[src/rtl/core/sbgs_pkg.sv]
// ----------------------------------------------------------------------------
// sbgs_pkg: shared types and constants of the SOR gain solver
// Action codes, register indexes, fixed-point limits and the command and
// status bundles between the controller and the datapath.
// ----------------------------------------------------------------------------
package sbgs_pkg;

    // item kinds carried on tuser
    typedef enum logic [1:0] {
        ACT_LOAD  = 2'd0,
        ACT_SOLVE = 2'd1,
        ACT_READ  = 2'd2,
        ACT_NONE  = 2'd3
    } t_action;

    // configuration register indexes
    localparam logic [2:0] REG_WIDTH      = 3'd0;
    localparam logic [2:0] REG_HEIGHT     = 3'd1;
    localparam logic [2:0] REG_LAMBDA1    = 3'd2;
    localparam logic [2:0] REG_LAMBDA2    = 3'd3;
    localparam logic [2:0] REG_ITER_LIMIT = 3'd4;

    // stencil sequencing
    localparam logic [3:0] TAP_LAST   = 4'd13;
    localparam logic [2:0] MUL_LAST   = 3'd4;
    localparam logic [6:0] DIV_LAST   = 7'd75;

    // fixed-point limits
    localparam logic [63:0] ACC_LIM    = 64'h0800_0000_0000_0000;
    localparam logic [63:0] HP_LIM     = 64'h0000_0800_0000_0000;
    localparam logic [63:0] ROUND_HALF = 64'h0000_0000_0000_8000;
    localparam logic [47:0] NORM_MAX   = 48'hFFFF_FFFF_FFFF;
    localparam logic [16:0] CONV_SCALE = 17'd100000;
    localparam logic [47:0] NORM_FLOOR = 48'd6;

    // controller states, one-hot
    typedef enum logic [9:0] {
        S_IDLE  = 10'b00_0000_0001,
        S_READ  = 10'b00_0000_0010,
        S_TAP   = 10'b00_0000_0100,
        S_MUL   = 10'b00_0000_1000,
        S_SUM   = 10'b00_0001_0000,
        S_DIV   = 10'b00_0010_0000,
        S_UPD1  = 10'b00_0100_0000,
        S_UPD2  = 10'b00_1000_0000,
        S_NEXT  = 10'b01_0000_0000,
        S_CHECK = 10'b10_0000_0000
    } t_state;

    // commands from the controller
    typedef struct packed {
        logic load_we;
        logic out_plain;
        logic rd_issue;
        logic rd_done;
        logic sw_start;
        logic tap_step;
        logic mul_step;
        logic div_load;
        logic div_step;
        logic upd1;
        logic upd2;
        logic pix_next;
        logic sweep_chk;
    } t_dp_cmd;

    // status back from the datapath
    typedef struct packed {
        logic out_free;
        logic tap_last;
        logic mul_last;
        logic d_zero;
        logic div_last;
        logic pix_last;
        logic solve_end;
    } t_dp_status;

endpackage

[src/rtl/core/sbgs_ctrl.sv]
// ----------------------------------------------------------------------------
// sbgs_ctrl: sequencer of the SOR gain solver
// Decodes accepted items and steps the datapath through taps, multiplies,
// division and update of each interior pixel, sweep after sweep.
// ----------------------------------------------------------------------------
module sbgs_ctrl (
    input  logic                  i_clk,
    input  logic                  i_rst_n,
    input  logic                  i_in_valid,
    input  logic [1:0]            i_action,
    input  sbgs_pkg::t_dp_status  i_st,
    output logic                  o_in_ready,
    output sbgs_pkg::t_dp_cmd     o_cmd
);

    sbgs_pkg::t_state r_state, n_state;

    // next state and commands
    always_comb begin
        n_state    = r_state;
        o_cmd      = '0;
        o_in_ready = 1'b0;
        unique case (r_state)
            sbgs_pkg::S_IDLE: begin
                o_in_ready = i_st.out_free;
                if (i_in_valid && i_st.out_free) begin
                    unique case (sbgs_pkg::t_action'(i_action))
                        sbgs_pkg::ACT_LOAD: begin
                            o_cmd.load_we = 1'b1;
                        end
                        sbgs_pkg::ACT_SOLVE: begin
                            o_cmd.sw_start = 1'b1;
                            n_state        = sbgs_pkg::S_TAP;
                        end
                        sbgs_pkg::ACT_READ: begin
                            o_cmd.rd_issue = 1'b1;
                            n_state        = sbgs_pkg::S_READ;
                        end
                        sbgs_pkg::ACT_NONE: begin
                            o_cmd.out_plain = 1'b1;
                        end
                    endcase
                end
            end
            sbgs_pkg::S_READ: begin
                o_cmd.rd_done = 1'b1;
                n_state       = sbgs_pkg::S_IDLE;
            end
            sbgs_pkg::S_TAP: begin
                o_cmd.tap_step = 1'b1;
                if (i_st.tap_last) n_state = sbgs_pkg::S_MUL;
            end
            sbgs_pkg::S_MUL: begin
                o_cmd.mul_step = 1'b1;
                if (i_st.mul_last) n_state = sbgs_pkg::S_SUM;
            end
            sbgs_pkg::S_SUM: begin
                // skip pixels with a zero diagonal
                if (i_st.d_zero) begin
                    n_state = sbgs_pkg::S_NEXT;
                end else begin
                    o_cmd.div_load = 1'b1;
                    n_state        = sbgs_pkg::S_DIV;
                end
            end
            sbgs_pkg::S_DIV: begin
                o_cmd.div_step = 1'b1;
                if (i_st.div_last) n_state = sbgs_pkg::S_UPD1;
            end
            sbgs_pkg::S_UPD1: begin
                o_cmd.upd1 = 1'b1;
                n_state    = sbgs_pkg::S_UPD2;
            end
            sbgs_pkg::S_UPD2: begin
                o_cmd.upd2 = 1'b1;
                n_state    = sbgs_pkg::S_NEXT;
            end
            sbgs_pkg::S_NEXT: begin
                o_cmd.pix_next = 1'b1;
                n_state = i_st.pix_last ? sbgs_pkg::S_CHECK : sbgs_pkg::S_TAP;
            end
            sbgs_pkg::S_CHECK: begin
                o_cmd.sweep_chk = 1'b1;
                n_state = i_st.solve_end ? sbgs_pkg::S_IDLE : sbgs_pkg::S_TAP;
            end
            default: begin
                n_state = sbgs_pkg::S_IDLE;
            end
        endcase
    end

    // state register
    always_ff @(posedge i_clk) begin
        if (!i_rst_n) begin
            r_state <= sbgs_pkg::S_IDLE;
        end else begin
            r_state <= n_state;
        end
    end

endmodule

[config.mk]
export PLATFORM = sky130hd
export DESIGN_NAME = sbgs_ctrl
export DESIGN_NICKNAME = d
export VERILOG_FILES = /design/src/rtl/core/sbgs_pkg.sv /design/src/rtl/core/sbgs_ctrl.sv
export SDC_FILE = /design/constraint.sdc
export NUM_CORES = 1
export LEC_CHECK = 0
export ABC_AREA = 1
export BUFFER_PORTS_ARGS = -buffer_cell sky130_fd_sc_hd__buf_2
export CAP_MARGIN = 10
export CELL_PAD_IN_SITES_DETAIL_PLACEMENT = 0
export CELL_PAD_IN_SITES_GLOBAL_PLACEMENT = 1
export CORE_MARGIN = 2
export CORE_UTILIZATION = 35
export CTS_BUF_LIST = sky130_fd_sc_hd__clkbuf_4
export CTS_CLUSTER_SIZE = 14
export DETAILED_ROUTE_END_ITERATION = 8
export GPL_TIMING_DRIVEN = 0
export PLACE_DENSITY = 0.88
export SYNTH_ARGS = -nofsm -noshare
export SYNTH_HDL_FRONTEND = slang
export SYNTH_SLANG_ARGS = --single-unit
[constraint.sdc]
create_clock -name i_clk -period 1.35 [get_ports i_clk]
set_input_delay 0.2025 -clock i_clk [delete_from_list [all_inputs] [get_ports i_clk]]
set_output_delay 0.2025 -clock i_clk [all_outputs]
set_load 0.005 [all_outputs]
==> results.md <==
- Outcome: complete, but fails checks
- Failing checks: setup timing
- Worst Path Required: 1150 ps
- Ys Warns: 0
- Fillcell total: 254
- Hold_sp: i_st[0]
- R2R setup slack: -10 ps
- Part of the Yosys area used for sequential elements: 23.1%
- Final setup vio count: 16
- Max Cap Viol: 0
- EDFF count, synth: 0
- Mapped Nets: 163
- Post-synth top area share: 23.1%
- Wire per inst: 10.9 µm
- Largest net degree at the start of global routing: 10
- Final worst slack: -180 ps
- Max Clk Rate: 653 MHz
- Detail Route Antenna Nets: 0
- Max reg flops: 10
- Detailed-route vias per instance: 4.57
- GRT Overall Usage: 17.8%
- Die ar.: 0.00290 mm²
- Largest Register: r_state
- Worst hold path class: in -> reg
- Crit path kind: reg -> out
- Overflow after GRT: 0
- Clock-pin slew on the worst setup and hold paths: 70 ps
- Global placement routability congestion: 0.846
- Vias in the first global route: 911
- RSZ-0062 raised after global routing: yes
- Area leader, netlist: dfxtp_1
- Worst slew pin tran: 440 ps
- Placed Cells: 201
- DRT Pass-1 Iters: 4
- R2R Path Start: r_state[6]
- Maximum fanout along the worst path: 4
- Final Skew: 2.48 ps
- PortBufs: 24
- Slowest-stage cell, CP: dfxtp_2
- CP bufs+invs: 1
- Layout Nets: 202
- Hold path depth: 3
- Slowest stage delay, CP: 350 ps
- Main flop type after synthesis: dfxtp_1
- Clock sinks: 10
- Mapped Cells: 147
- Slew HR: 70.6%
- Synthesis-stage register bit count: 10
- Drt drc: 0
- Via count: 983
- Top post-synthesis cells by area: dfxtp_1, inv_1, nand2_1
- Number of H-tree levels: 1
- Final hold violation count: 0
- Chip height: 53.8 µm
- Hold Path End: r_state[0]
- Startpoint Class: register
- Final period utilization: 113%
- DRT Wirelength: 2350 µm
- Initial Utilization: 36.0%
- Yosys cell types: 21
- Post-Route Setup TNS: -2020 ps
- Cts hold-fix bufs: 0
- Peak supply drop: 0.000793 V
- Minimum clock period: 1530 ps
- First-pass GRT wire length: 3760 µm
- Synthesized area: 868 µm²
- Fin. max-slew vios: 0
- Worst setup EP type: primary output
- Number of antenna repair diodes: 0
- CTS Root Cell: clkbuf_4
- I/O pin total: 26
- Final cell count without fillers: 215
- Clk buf depth: 2
- Worst Path Arrival: 1330 ps
- Cell row count: 18
- Design area: 0.00126 mm²
- Core Region: 0.00241 mm²
- CTS tree: built
- P per Cell Area: 1450 mW/mm²
- Die Wd: 53.8 µm
- Setup WS pre-CTS: -81.5 ps
- Cell Chain, Critical Path: nor2_4 > nand2_4 > nor4_1 > buf_2
- FF-to-FF End: r_state[5]
- TritonCTS buffer count: 3
- Layout cell share with drive strength beyond 1: 46.5%
- Async S/R FF share, synth: 0%
- Leakage power: 0.741 nW
- Post-DP HPWL: 1730 µm
- Layout area overhead: 45.5%
- Most frequent cell after synthesis: inv_1
- Clk_lat worst skew: 280 ps
- Top Registers: r_state (10)
- Initial antenna violation count: 0
- Synth top cells by count: inv_1, nand2_1, nor2_1
- Crit path max-delay family: simple AND/OR/NAND/NOR gates
- DR iter-0 viols: 13
- Post-synthesis area per instance: 5.91 µm²
- Worst R2R Path Depth: 10
- Hold Worst Slack: 151 ps
- Placed instance area: 0.00103 mm²
-- power breakdown --
part | internal (mW) | total (mW) | switching, mW
clock network | 0.107 | 0.228 | 0.120
logic | 0.479 | 1.20 | 0.716
registers | 0.351 | 0.409 | 0.0581
-- per-stage QoR --
| step | util (%) | power, mW |
|---|---|---|
| after floorplan | - | 1.07 |
| final | 52.4 | 1.83 |
| after CTS | 48.5 | 1.70 |
| after detailed placement | 42.6 | 1.25 |
| after global routing | 52.4 | 2.01 |
| after global placement | 42.6 | 1.25 |
-- layer usage --
layer / share of wire (%) / vias to the layer above / GRT usage (%)
met5: 0 / - / 0
met4: 2.0 / 0 / 5.13
met3: 3.0 / 5 / 2.50
met2: 54 / 19 / 32.1
met1: 41 / 443 / 21.8
li1: - / 516 / -
-- layout make-up --
type                       instances  area (µm²)  area share (%)
tap                               30        37.5            2.97
timing repair buffer              34         218            17.2
clock buffer                       3        22.5            1.78
clock inverter                     1        3.75           0.297
sequential                        10         213            16.8
buffer                             1        3.75           0.297
inverter                          38         143            11.3
multi-input combinational         98         623            49.3
-- cell usage in the layout (no fill, tap or decap) --
| cell | n |
|---|---|
| nor3_2 | 2 |
| clkinv_1 | 1 |
| clkbuf_4 | 3 |
| and2_1 | 1 |
| o21ai_1 | 3 |
| nor4_1 | 1 |
| ha_1 | 4 |
| nand2_1 | 21 |
| nor3_1 | 1 |
| inv_1 | 33 |
| buf_4 | 9 |
| nand2_4 | 3 |
| nand2_2 | 8 |
| nor2_1 | 14 |
| nand3b_1 | 1 |
| nor2_2 | 6 |
| nand3_1 | 18 |
| nand3_4 | 1 |
| a21oi_2 | 1 |
| buf_2 | 21 |
| buf_6 | 4 |
| nor2_4 | 11 |
| clkbuf_1 | 1 |
| nand3_2 | 2 |
| dfxtp_2 | 10 |
| inv_2 | 5 |
-- worst max-delay path by stage --
stage / from / to / slack [ps] / cells past startpoint
6_report: r_state[2] / o_cmd[9] / -180 / 4
5_1_grt: r_state[6] / o_cmd[5] / -250 / 6
4_1_cts: r_state[3] / o_cmd[10] / -170 / 6
3_5_place_dp: i_action[0] / r_state[5] / -80 / 10
3_3_place_gp: r_state[2] / o_cmd[5] / -40 / 6
2_1_floorplan: r_state[2] / o_cmd[10] / 200 / 5
-- repair_timing --
item | CTS | global route
pin swaps | 15 | 13
buffers inserted | 5 | 6
gates resized for setup | 25 | 20
endpoints found under the setup margin | 14 | 23
-- cells by family (layout without fill, tap and decap cells) --
family	count (synthesis)	after routing	share of synthesized area, %
AND/OR/NAND/NOR	90	90	52.0
buffers and inverters	39	77	16.9
adder cells (fa/ha/maj)	4	4	5.76
AO/OA/AOI/OAI	4	4	2.30
flip-flops	10	10	23.1
-- tightest hold or removal path: cells and delay by family --
| family | cells | cell delay, ps |
|---|---|---|
| and+or+nand+nor | 2 | 120 |
| buffers and inverters | 1 | 80 |
Note: power is estimated with default switching activity, not from simulation.
